[src/design/bsws_pkg.sv]
// ----------------------------------------------------------------------------
// bsws_pkg
// Shared widths, action and status codes, and types for the bounded stack
// with search.
// ----------------------------------------------------------------------------
package bsws_pkg;

   localparam int ACT_W  = 3;
   localparam int DATA_W = 32;
   localparam int IDX_W  = 6;
   localparam int STAT_W = 3;

   // action codes
   localparam logic [ACT_W-1:0] ACT_PUSH  = 3'd0;
   localparam logic [ACT_W-1:0] ACT_POP   = 3'd1;
   localparam logic [ACT_W-1:0] ACT_FIND  = 3'd2;
   localparam logic [ACT_W-1:0] ACT_READ  = 3'd3;
   localparam logic [ACT_W-1:0] ACT_CLEAR = 3'd4;

   // status codes
   localparam logic [STAT_W-1:0] ST_OK       = 3'd0;
   localparam logic [STAT_W-1:0] ST_EMPTY    = 3'd1;
   localparam logic [STAT_W-1:0] ST_RANGE    = 3'd2;
   localparam logic [STAT_W-1:0] ST_FULL     = 3'd3;
   localparam logic [STAT_W-1:0] ST_NOTFOUND = 3'd4;

   typedef enum logic [1:0] {
      S_IDLE,
      S_SCAN,
      S_DONE
   } state_type;

   // control from the sequencer to the row of cells
   typedef struct packed {
      logic shift;
      logic wr;
   } row_ctl_type;

endpackage

[src/design/bsws_if.sv]
// ----------------------------------------------------------------------------
// bsws channel interfaces
// Valid/ready channels for request items and response items.
// ----------------------------------------------------------------------------
interface bsws_req_if;
   logic                                 valid;
   logic                                 ready;
   logic [bsws_pkg::ACT_W-1:0]           action;
   logic signed [bsws_pkg::DATA_W-1:0]   value;
   logic [bsws_pkg::IDX_W-1:0]           index;

   modport source (output valid, output action, output value, output index, input ready);
   modport sink   (input valid, input action, input value, input index, output ready);
endinterface

interface bsws_rsp_if;
   logic                                 valid;
   logic                                 ready;
   logic [bsws_pkg::STAT_W-1:0]          status;
   logic signed [bsws_pkg::DATA_W-1:0]   data;
   logic [bsws_pkg::IDX_W-1:0]           position;

   modport source (output valid, output status, output data, output position, input ready);
   modport sink   (input valid, input status, input data, input position, output ready);
endinterface

[src/design/bsws_cell.sv]
// ----------------------------------------------------------------------------
// bsws_cell
// One storage cell of the ring: holds one entry and takes its neighbor's
// entry when the ring shifts.
// ----------------------------------------------------------------------------
module bsws_cell (
   input  logic                               clock,
   input  logic                               shift,
   input  logic signed [bsws_pkg::DATA_W-1:0] din,
   output logic signed [bsws_pkg::DATA_W-1:0] q
);

   logic signed [bsws_pkg::DATA_W-1:0] entry_ff;

   always_ff @(posedge clock) begin
      if (shift) begin
         entry_ff <= din;
      end
   end

   assign q = entry_ff;

endmodule

[src/design/bsws_row.sv]
// ----------------------------------------------------------------------------
// bsws_row
// Ring of DEPTH cells. Cell 0 is the head; on a shift every cell takes the
// entry of the next one and the last cell takes the head or a new value.
// ----------------------------------------------------------------------------
module bsws_row #(
   parameter int DEPTH = 64
) (
   input  logic                               clock,
   input  bsws_pkg::row_ctl_type              ctl,
   input  logic signed [bsws_pkg::DATA_W-1:0] wdata,
   output logic signed [bsws_pkg::DATA_W-1:0] head
);

   logic signed [bsws_pkg::DATA_W-1:0] q [DEPTH];
   logic signed [bsws_pkg::DATA_W-1:0] d [DEPTH];

   genvar i;
   generate
      for (i = 0; i < DEPTH; i++) begin : g_cell
         if (i == DEPTH - 1) begin : g_tail
            // the head wraps around, or is replaced by the pushed value
            assign d[i] = ctl.wr ? wdata : q[0];
         end else begin : g_mid
            assign d[i] = q[i+1];
         end

         bsws_cell u_cell (
            .clock (clock),
            .shift (ctl.shift),
            .din   (d[i]),
            .q     (q[i])
         );
      end
   endgenerate

   assign head = q[0];

endmodule

[src/design/bsws_ctrl.sv]
// ----------------------------------------------------------------------------
// bsws_ctrl
// Sequencer: decodes an item, walks the ring once around for push, pop, read
// and find, keeps the entry count and holds the response register.
// ----------------------------------------------------------------------------
module bsws_ctrl #(
   parameter int DEPTH = 64
) (
   input  logic                               clock,
   input  logic                               reset,
   bsws_req_if.sink                           req,
   bsws_rsp_if.source                         rsp,
   output bsws_pkg::row_ctl_type              row_ctl,
   output logic signed [bsws_pkg::DATA_W-1:0] wdata,
   input  logic signed [bsws_pkg::DATA_W-1:0] head
);

   localparam int CW   = $clog2(DEPTH + 1);
   localparam int KW   = $clog2(DEPTH);
   localparam int CMPW = (CW > bsws_pkg::IDX_W) ? CW : bsws_pkg::IDX_W;

   bsws_pkg::state_type state_ff, state_in;

   logic [CW-1:0]                      count_ff, count_in;
   logic [KW-1:0]                      k_ff, k_in;
   logic [bsws_pkg::ACT_W-1:0]         act_ff, act_in;
   logic signed [bsws_pkg::DATA_W-1:0] val_ff, val_in;
   logic [bsws_pkg::IDX_W-1:0]         idx_ff, idx_in;
   logic [bsws_pkg::STAT_W-1:0]        res_status_ff, res_status_in;
   logic signed [bsws_pkg::DATA_W-1:0] res_data_ff, res_data_in;
   logic [bsws_pkg::IDX_W-1:0]         res_pos_ff, res_pos_in;
   logic                               rsp_valid_ff, rsp_valid_in;
   logic [bsws_pkg::STAT_W-1:0]        rsp_status_ff, rsp_status_in;
   logic signed [bsws_pkg::DATA_W-1:0] rsp_data_ff, rsp_data_in;
   logic [bsws_pkg::IDX_W-1:0]         rsp_pos_ff, rsp_pos_in;

   logic            req_ready;
   logic            accept;
   logic            load;
   logic            need_scan;
   logic            last;
   logic            full;
   logic            empty;
   logic            at_count;
   logic [CMPW-1:0] cnt_ext;
   logic [CMPW-1:0] k_ext;
   logic [CMPW-1:0] req_idx_ext;
   logic [CMPW-1:0] idx_ext;

   assign cnt_ext     = CMPW'(count_ff);
   assign k_ext       = CMPW'(k_ff);
   assign req_idx_ext = CMPW'(req.index);
   assign idx_ext     = CMPW'(idx_ff);
   assign full        = (count_ff == CW'(DEPTH));
   assign empty       = (count_ff == '0);
   assign last        = (k_ff == KW'(DEPTH - 1));
   assign at_count    = (k_ext == cnt_ext);

   // next state
   always_comb begin
      state_in = state_ff;
      unique case (state_ff)
         bsws_pkg::S_IDLE: begin
            if (accept) begin
               state_in = need_scan ? bsws_pkg::S_SCAN : bsws_pkg::S_DONE;
            end
         end
         bsws_pkg::S_SCAN: begin
            if (last) begin
               state_in = bsws_pkg::S_DONE;
            end
         end
         bsws_pkg::S_DONE: begin
            if (load) begin
               state_in = bsws_pkg::S_IDLE;
            end
         end
         default: state_in = bsws_pkg::S_IDLE;
      endcase
   end

   // handshake and ring control
   always_comb begin
      req_ready     = (state_ff == bsws_pkg::S_IDLE) && (!rsp_valid_ff || rsp.ready);
      accept        = req.valid && req_ready;
      load          = (state_ff == bsws_pkg::S_DONE) && (!rsp_valid_ff || rsp.ready);
      row_ctl.shift = (state_ff == bsws_pkg::S_SCAN);
      row_ctl.wr    = (state_ff == bsws_pkg::S_SCAN) && (act_ff == bsws_pkg::ACT_PUSH)
                      && at_count;
   end

   assign req.ready    = req_ready;
   assign wdata        = val_ff;
   assign rsp.valid    = rsp_valid_ff;
   assign rsp.status   = rsp_status_ff;
   assign rsp.data     = rsp_data_ff;
   assign rsp.position = rsp_pos_ff;

   // datapath
   always_comb begin
      count_in      = count_ff;
      k_in          = k_ff;
      act_in        = act_ff;
      val_in        = val_ff;
      idx_in        = idx_ff;
      res_status_in = res_status_ff;
      res_data_in   = res_data_ff;
      res_pos_in    = res_pos_ff;
      need_scan     = 1'b0;

      if (accept) begin
         act_in        = req.action;
         val_in        = req.value;
         idx_in        = req.index;
         k_in          = '0;
         res_status_in = bsws_pkg::ST_OK;
         res_data_in   = '0;
         res_pos_in    = '0;
         unique case (req.action)
            bsws_pkg::ACT_PUSH: begin
               if (full) res_status_in = bsws_pkg::ST_FULL;
               else      need_scan     = 1'b1;
            end
            bsws_pkg::ACT_POP: begin
               if (empty) res_status_in = bsws_pkg::ST_EMPTY;
               else       need_scan     = 1'b1;
            end
            bsws_pkg::ACT_FIND: begin
               res_status_in = bsws_pkg::ST_NOTFOUND;
               need_scan     = !empty;
            end
            bsws_pkg::ACT_READ: begin
               if (req_idx_ext >= cnt_ext) res_status_in = bsws_pkg::ST_RANGE;
               else                        need_scan     = 1'b1;
            end
            bsws_pkg::ACT_CLEAR: begin
               count_in = '0;
            end
            default: begin
            end
         endcase
      end else if (state_ff == bsws_pkg::S_SCAN) begin
         // head holds logical entry k during this step
         k_in = last ? '0 : k_ff + KW'(1);
         unique case (act_ff)
            bsws_pkg::ACT_PUSH: begin
               if (last) count_in = count_ff + CW'(1);
            end
            bsws_pkg::ACT_POP: begin
               if (k_ext == cnt_ext - CMPW'(1)) res_data_in = head;
               if (last) count_in = count_ff - CW'(1);
            end
            bsws_pkg::ACT_READ: begin
               if (k_ext == idx_ext) res_data_in = head;
            end
            bsws_pkg::ACT_FIND: begin
               if (res_status_ff == bsws_pkg::ST_NOTFOUND && k_ext < cnt_ext
                   && head == val_ff) begin
                  res_status_in = bsws_pkg::ST_OK;
                  res_pos_in    = k_ext[bsws_pkg::IDX_W-1:0];
               end
            end
            default: begin
            end
         endcase
      end
   end

   // response register
   always_comb begin
      rsp_valid_in  = rsp_valid_ff && !rsp.ready;
      rsp_status_in = rsp_status_ff;
      rsp_data_in   = rsp_data_ff;
      rsp_pos_in    = rsp_pos_ff;
      if (load) begin
         rsp_valid_in  = 1'b1;
         rsp_status_in = res_status_ff;
         rsp_data_in   = res_data_ff;
         rsp_pos_in    = res_pos_ff;
      end
   end

   always_ff @(posedge clock) begin
      if (reset) begin
         state_ff     <= bsws_pkg::S_IDLE;
         count_ff     <= '0;
         k_ff         <= '0;
         rsp_valid_ff <= 1'b0;
      end else begin
         state_ff     <= state_in;
         count_ff     <= count_in;
         k_ff         <= k_in;
         rsp_valid_ff <= rsp_valid_in;
      end
   end

   always_ff @(posedge clock) begin
      act_ff        <= act_in;
      val_ff        <= val_in;
      idx_ff        <= idx_in;
      res_status_ff <= res_status_in;
      res_data_ff   <= res_data_in;
      res_pos_ff    <= res_pos_in;
      rsp_status_ff <= rsp_status_in;
      rsp_data_ff   <= rsp_data_in;
      rsp_pos_ff    <= rsp_pos_in;
   end

endmodule

[src/design/bounded_stack_with_search_top.sv]
// flow: push, pop, read and a find on a non-empty store walk the ring in S_SCAN, then
//   load the response in S_DONE; clear, unknown actions and error cases skip S_SCAN
// items: a new item is taken only in S_IDLE, after the walk for the last one, a full
//   turn of the cell ring, which returns entry 0 to the head after every walk
// reset: clears the entry count and the response valid; entries are not reset
// ----------------------------------------------------------------------------
// bounded_stack_with_search_top
// Fixed-capacity stack with push, pop, find, indexed read and clear, built
// as a rotating ring of storage cells and a small sequencer.
// ----------------------------------------------------------------------------
module bounded_stack_with_search_top #(
   parameter int DEPTH = 64
) (
   input  logic        clock,
   input  logic        reset,
   bsws_req_if.sink    req_chan,
   bsws_rsp_if.source  rsp_chan
);

   bsws_pkg::row_ctl_type              row_ctl;
   logic signed [bsws_pkg::DATA_W-1:0] wdata;
   logic signed [bsws_pkg::DATA_W-1:0] head;

   bsws_ctrl #(
      .DEPTH (DEPTH)
   ) u_ctrl (
      .clock   (clock),
      .reset   (reset),
      .req     (req_chan),
      .rsp     (rsp_chan),
      .row_ctl (row_ctl),
      .wdata   (wdata),
      .head    (head)
   );

   bsws_row #(
      .DEPTH (DEPTH)
   ) u_row (
      .clock (clock),
      .ctl   (row_ctl),
      .wdata (wdata),
      .head  (head)
   );

endmodule
[src/flat_wrapper.sv]
// flat-port wrapper written by rule: the top's interface ports become plain ports
module bounded_stack_with_search_top_flat 
#(
   parameter int DEPTH = 64
)
  (clock, reset, req_chan_valid, req_chan_action, req_chan_value, req_chan_index, req_chan_ready, rsp_chan_valid, rsp_chan_status, rsp_chan_data, rsp_chan_position, rsp_chan_ready);
  bsws_req_if req_chan_i ();
  bsws_rsp_if rsp_chan_i ();
  input  logic clock;
  input  logic reset;
  input wire logic [$bits(req_chan_i.valid)-1:0] req_chan_valid;
  input wire logic [$bits(req_chan_i.action)-1:0] req_chan_action;
  input wire logic [$bits(req_chan_i.value)-1:0] req_chan_value;
  input wire logic [$bits(req_chan_i.index)-1:0] req_chan_index;
  output wire logic [$bits(req_chan_i.ready)-1:0] req_chan_ready;
  output wire logic [$bits(rsp_chan_i.valid)-1:0] rsp_chan_valid;
  output wire logic [$bits(rsp_chan_i.status)-1:0] rsp_chan_status;
  output wire logic [$bits(rsp_chan_i.data)-1:0] rsp_chan_data;
  output wire logic [$bits(rsp_chan_i.position)-1:0] rsp_chan_position;
  input wire logic [$bits(rsp_chan_i.ready)-1:0] rsp_chan_ready;
  assign req_chan_i.valid = req_chan_valid;
  assign req_chan_i.action = req_chan_action;
  assign req_chan_i.value = req_chan_value;
  assign req_chan_i.index = req_chan_index;
  assign req_chan_ready = req_chan_i.ready;
  assign rsp_chan_valid = rsp_chan_i.valid;
  assign rsp_chan_status = rsp_chan_i.status;
  assign rsp_chan_data = rsp_chan_i.data;
  assign rsp_chan_position = rsp_chan_i.position;
  assign rsp_chan_i.ready = rsp_chan_ready;
  bounded_stack_with_search_top #(.DEPTH(DEPTH)) u_core (.clock(clock), .reset(reset), .req_chan(req_chan_i), .rsp_chan(rsp_chan_i));
endmodule
[config.mk]
export PLATFORM = sky130hd
export DESIGN_NAME = bounded_stack_with_search_top_flat
export DESIGN_NICKNAME = d
export VERILOG_FILES = /design/src/design/bsws_pkg.sv /design/src/design/bsws_if.sv /design/src/design/bsws_cell.sv /design/src/design/bsws_row.sv /design/src/design/bsws_ctrl.sv /design/src/design/bounded_stack_with_search_top.sv /design/src/flat_wrapper.sv
export SDC_FILE = /design/constraint.sdc
export NUM_CORES = 1
export LEC_CHECK = 0
export ABC_CLOCK_PERIOD_IN_PS = 93900
export BUFFER_PORTS_ARGS = -buffer_cell sky130_fd_sc_hd__buf_4
export CAP_MARGIN = 30
export CORE_UTILIZATION = 64
export CTS_BUF_LIST = sky130_fd_sc_hd__clkbuf_8
export CTS_CLUSTER_SIZE = 20
export DETAILED_ROUTE_END_ITERATION = 8
export PLACE_DENSITY_LB_ADDON = 0.3
export SLEW_MARGIN = 20
export SYNTH_ARGS = -nofsm -noshare
export SYNTH_HDL_FRONTEND = slang
export SYNTH_SLANG_ARGS = --single-unit
export TNS_END_PERCENT = 5
[constraint.sdc]
create_clock -name clock -period 93.9 [get_ports clock]
set_input_delay 18.78 -clock clock [delete_from_list [all_inputs] [get_ports clock]]
set_output_delay 18.78 -clock clock [all_outputs]
set_load 0.02 [all_outputs]
==> out/results.ini, run 1 <==
[run_status]
status = completed

[worst_setup_path]
critical_path.max_fanout = 2
cp-end-kind = primary output
worstPathRequired_ps = 75120
rr_endpoint = u_core.u_row.g_cell[14].u_cell.q[18]$_DFFE_PP_
crit_type = primary input to primary output
startpoint_type = primary input
r2r_cells = 9
arrival_ps = 19400
worst_r2r_startpoint = u_core.u_ctrl.state_ff[0]$_SDFFE_PP0P_
r2r_setup_slack_ps = 88570

[power_and_ir_drop]
powerDensity_nw_per_um2 = 24.14
ir_worst_vdd_mv = 0.01867
leakagePower_nw = 24.71

[floorplanning]
fp.dieW_um = 327.5
dieHeight_um = 327.5
core-area_um2 = 105100
start_util = 0.6450
die-area_um2 = 107300
pin_count = 88
fp-row-count = 119

[sta]
finalHoldViolCount = 0
fin_crit_ps = 38180
finClkSkew_ps = 60.18
worst_pin_slew_ps = 1127
setup_viol = 0
slew_headroom = 0.2486
tns_ps = 0
rsz0062_at_grt = false
slew_viol_final = 0
fmaxAchievable_mhz = 26.19
finalCritPeriodShare = 0.4066

[clock_network]
post_cts_buffers = 0
clockBufferDepth = 4
cts.htree.levels = 5
clock_latency_ps = 930
cts.sinks = 2187
cts_tree = yes
numCtsBuffers = 328
cts_hold_buffers = 0
clockRootBuffer = clkbuf_8
clk_pin_slew_ps = 60
ctsResizeCount = 0

[yosys]
yosys.area.top_type = edfxtp_1
synthFlopType = edfxtp_1
ys_warn_count = 0
yosysTopAreaCellShare = 0.9446
ys_seq_area_frac = 0.9606
avgSynthCellArea_um2 = 26.29
synth_edf_count = 2133
netlist_instances = 2579
ys_ff_latch = 2187
synth_fp_nets = 2639
ys_types = 52
synth_area_um2 = 67810
synthArstFlopShare = 0
yosys-top-cells-area = edfxtp_1, dfxtp_1, xnor2_1, mux2_2, a21oi_1

[routing]
wl_mm = 97.64
wire_per_inst_um = 21.12
detailroute.via_count = 25194
drt_pass1_iterations = 5
via_per_inst = 5.449
drc = 0
antenna_left = 0
drt-initial-drc-count = 2366

[final_layout]
drive_above_1_share = 0.1770
multi_input_area_um2 = 2444
layout_common_cells = edfxtp_1, clkbuf_8, buf_4
final_nets = 3067
final_common_cell = edfxtp_1
layout.cells.non_filler = 4624
syn2layout_area_growth_pct = 12.77
seq_area_um2 = 65130
nFillCells = 5285

[grt]
grt_pass1_wl_mm = 146.7
grt_max_degree = 225
grtUsageTotal = 0.1830
antenna_found_initial = 8
grt_pass1_vias = 25320
overflow = 0

[placement]
placed_cells = 4059
globalplace.congestion = 0.8356
io_buffers = 87
dp_hpwl_mm = 48.76

[min_path]
holdPathStages = 0
hold_end = u_core.u_row.g_cell[36].u_cell.q[14]$_DFFE_PP_
hold_path.class = flop to flop
hp-start = u_core.u_row.g_cell[37].u_cell.q[14]$_DFFE_PP_

[job]
maxCapViolations = 0

[worst max-delay path, cell delays in order]
cell,delay [ps]
buf_4,110
nor2b_1,220
nor3_1,110
buf_4,180
[through the flow]
stage / setup slack, ps / power, mW / hold WS [ps] / util / area [µm²]
final: 55720 / 1.846 / 375.9 / 0.7274 / 76460
after CTS: 55730 / 1.866 / 361.2 / 0.7253 / 76240
after detailed placement: 55740 / 1.167 / 404.5 / 0.6695 / 70380
after global routing: 55660 / 1.913 / 372.3 / 0.7274 / 76460
after global placement: 55670 / 1.164 / 400.8 / 0.6683 / 70250
after floorplan: 29080 / 1.257 / 400.3 / - / 67810
[where the power goes]
part / total, mW / internal, mW / switching (mW)
clock: 0.698 / 0.364 / 0.334
sequential: 1.12 / 1.10 / 0.0112
combinational: 0.0324 / 0.00724 / 0.0252
total: 1.85 / 1.47 / 0.371
[area by class of cell]
| class | count | share of cell area |
|---|---|---|
| well taps | 1391 | 0.02276 |
| repair buffers | 128 | 0.01613 |
| diodes | 1 | 0.00003273 |
| multi-input cells | 351 | 0.03196 |
| clock buffers | 342 | 0.06156 |
| clock inverters | 213 | 0.01520 |
| flip-flops and latches | 2187 | 0.8518 |
| inverters | 11 | 0.0005563 |
[kinds of logic after synthesis]
family | after synthesis | share of synthesized area
simple gates | 136 | 0.01081
flops | 2187 | 0.9606
mux | 41 | 0.006643
buf+inv | 41 | 0.003580
xor+xnor | 51 | 0.006588
fa+ha+maj | 15 | 0.002768
compound gates | 108 | 0.009042
[layer usage]
metal  global-route usage  wire length [µm]  vias up
met4              0.07680              2473        4
li1                     -                 -    11263
met5                    0                21        -
met1               0.2757             43280    12727
met2               0.2524             43900      956
met3              0.05801              7969      244
[Yosys cell counts, drive strengths merged (4+ instances only)]
cell,count
a21oi,48
buf,18
clkbuf,10
dfxtp,54
edfxtp,2133
ha,15
inv,11
mux2,32
mux2i,9
nand2,12
nand2b,6
nand3,43
nand4,9
nor2,27
nor2b,7
nor3,10
nor3b,5
o21ai,45
or3,4
xnor2,43
xor2,8
[worst max-delay path by stage]
| stage | from | cells past startpoint | slack [ps] | endpoint |
|---|---|---|---|---|
| finish | rsp_chan_ready | 4 | 55720 | req_chan_ready |
| global route | rsp_chan_ready | 4 | 55660 | req_chan_ready |
| floorplan | u_core.u_ctrl.state_ff[0]$_SDFFE_PP0P_ | 5 | 29080 | u_core.u_ctrl.k_ff[0]$_SDFFE_PP0P_ |
| detailed placement | rsp_chan_ready | 4 | 55740 | req_chan_ready |
| global placement | rsp_chan_ready | 4 | 55670 | req_chan_ready |
| CTS | rsp_chan_ready | 4 | 55730 | req_chan_ready |
[sequential cells by signal (all words and copies together), names as in the netlist, 2 cells and up]
| name | count |
|---|---|
| u_core.u_ctrl.rsp.data | 32 |
| u_core.u_ctrl.rsp.status | 3 |
| u_core.u_ctrl.res_status_ff | 3 |
| u_core.u_ctrl.act_ff | 3 |
| u_core.u_ctrl.res_pos_ff | 6 |
| u_core.u_ctrl.k_ff | 6 |
| u_core.u_ctrl.idx_ff | 6 |
| u_core.u_row.g_cell.u_cell.q | 2048 |
| u_core.u_ctrl.rsp.position | 6 |
| u_core.u_ctrl.state_ff | 2 |
| u_core.u_ctrl.cnt_ext | 7 |
| u_core.u_ctrl.res_data_ff | 32 |
| u_core.u_ctrl.wdata | 32 |
Power figures use the tool's default switching activity.
==> run 2, diff against run 1 <==
--- a/config.mk
+++ b/config.mk
@@ -5,10 +5,10 @@
 export SDC_FILE = /design/constraint.sdc
 export NUM_CORES = 1
 export LEC_CHECK = 0
-export ABC_CLOCK_PERIOD_IN_PS = 93900
+export ABC_CLOCK_PERIOD_IN_PS = 31500
 export BUFFER_PORTS_ARGS = -buffer_cell sky130_fd_sc_hd__buf_4
 export CAP_MARGIN = 30
-export CORE_UTILIZATION = 64
+export CORE_UTILIZATION = 58
 export CTS_BUF_LIST = sky130_fd_sc_hd__clkbuf_8
 export CTS_CLUSTER_SIZE = 20
 export DETAILED_ROUTE_END_ITERATION = 8
==> constraint.sdc (replaced) <==
create_clock -name clock -period 31.5 [get_ports clock]
set_input_delay 6.3 -clock clock [delete_from_list [all_inputs] [get_ports clock]]
set_output_delay 6.3 -clock clock [all_outputs]
set_load 0.02 [all_outputs]
==> out/results.ini, run 2 (same netlist as run 1, synthesis figures left out) <==
[sta]
setup_viol = 0
slew_viol_final = 0
tns_ps = 0
hold_ws_ps = 384.4
rsz0062_at_grt = false
slew_headroom = 0.2803
fin_crit_ps = 13220
worst_pin_slew_ps = 1079
finalCritPeriodShare = 0.4197
fmaxAchievable_mhz = 75.64
finalHoldViolCount = 0
finClkSkew_ps = 42.66

[power_and_ir_drop]
ir_worst_vdd_mv = 0.04666
powerDensity_nw_per_um2 = 71.60
leakagePower_nw = 24.65

[grt]
grtUsageTotal = 0.1585
antenna_found_initial = 8
overflow = 0
grt_max_degree = 237
grt_pass1_wl_mm = 141.8
grt_pass1_vias = 24874

[job]
maxCapViolations = 0

[clock_network]
numCtsBuffers = 331
post_cts_buffers = 0
clock_latency_ps = 950
cts.htree.levels = 5
cts.sinks = 2187
cts_tree = yes
ctsResizeCount = 0
cts_hold_buffers = 0
clockBufferDepth = 4
clockRootBuffer = clkbuf_8
clk_pin_slew_ps = 60

[run_status]
status = finished with violations
violations = DRC

[floorplanning]
dieHeight_um = 343.9
fp.dieW_um = 343.9
start_util = 0.5843
die-area_um2 = 118300
core-area_um2 = 116000
pin_count = 88
fp-row-count = 125

[final_layout]
syn2layout_area_growth_pct = 12.86
final_common_cell = edfxtp_1
final_nets = 3060
nFillCells = 6816
layout.cells.non_filler = 4750
largest_reg_flops = 2048
drive_above_1_share = 0.1706
layout_common_cells = edfxtp_1, clkbuf_8, inv_1

[worst_setup_path]
worstPathRequired_ps = 25200
critical_path.max_fanout = 2
cp-end-kind = primary output
arrival_ps = 6920
startpoint_type = primary input
crit_type = primary input to primary output

[placement]
io_buffers = 87
globalplace.congestion = 0.8135
placed_cells = 4181
dp_hpwl_mm = 45.34

[routing]
drc = 1
wl_mm = 93.23
antenna_left = 0
wire_per_inst_um = 19.63
drt_pass1_iterations = 7
via_per_inst = 5.274
detailroute.via_count = 25050
drt-initial-drc-count = 2207

[min_path]
hold_path.class = flop to flop

[run 2: power by group]
group,switching (mW),total [mW],internal [mW]
Combinational,0.0741,0.0950,0.0209
Clock,0.983,2.06,1.08
Sequential,0.0313,3.32,3.29
[run 2: routing by layer]
metal / track usage / wire length, µm
met2: 0.2060 / 38770
met4: 0.06637 / 2424
met5: 0 / 7
met1: 0.2507 / 45150
met3: 0.04883 / 6885
[run 2: stage by stage]
| stage | setup WS, ps | util | total power [mW] | cell area (µm²) |
|---|---|---|---|---|
| after floorplan | 1038 | - | 3.593 | 67810 |
| after global placement | 18290 | 0.6067 | 3.469 | 70410 |
| final | 18280 | 0.6594 | 5.479 | 76520 |
| after global routing | 18270 | 0.6594 | 5.690 | 76520 |
| after CTS | 18290 | 0.6572 | 5.555 | 76260 |
| after detailed placement | 18300 | 0.6069 | 3.476 | 70430 |
[run 2: final timing paths]
path | start | endpoint | slack, ps | depth (start not counted)
max | rsp_chan_ready | req_chan_ready | 18280 | 4
min | u_core.u_row.g_cell[38].u_cell.q[28]$_DFFE_PP_ | u_core.u_row.g_cell[37].u_cell.q[28]$_DFFE_PP_ | 380 | 0
max reg2reg | u_core.u_ctrl.state_ff[0]$_SDFFE_PP0P_ | u_core.u_row.g_cell[63].u_cell.q[11]$_DFFE_PP_ | 26820 | 10
min reg2reg | u_core.u_row.g_cell[38].u_cell.q[28]$_DFFE_PP_ | u_core.u_row.g_cell[37].u_cell.q[28]$_DFFE_PP_ | 380 | 0
[run 2: layout make-up]
| type | instances | area (µm²) | area share |
|---|---|---|---|
| clock buffers | 344 | 4735 | 0.06187 |
| repair buffers | 118 | 1151 | 0.01504 |
| inverters | 11 | 42.54 | 0.0005559 |
| diodes | 3 | 7.507 | 0.00009810 |
| flip-flops and latches | 2187 | 65130 | 0.8511 |
| well taps | 1524 | 1907 | 0.02492 |
| multi-input cells | 351 | 2451 | 0.03203 |
| clock inverters | 212 | 1099 | 0.01436 |
[run 2: worst max-delay path, cell delays in order]
cell and delay (ps):
buf_4 120, nor2b_1 220, nor3_1 110, buf_4 180
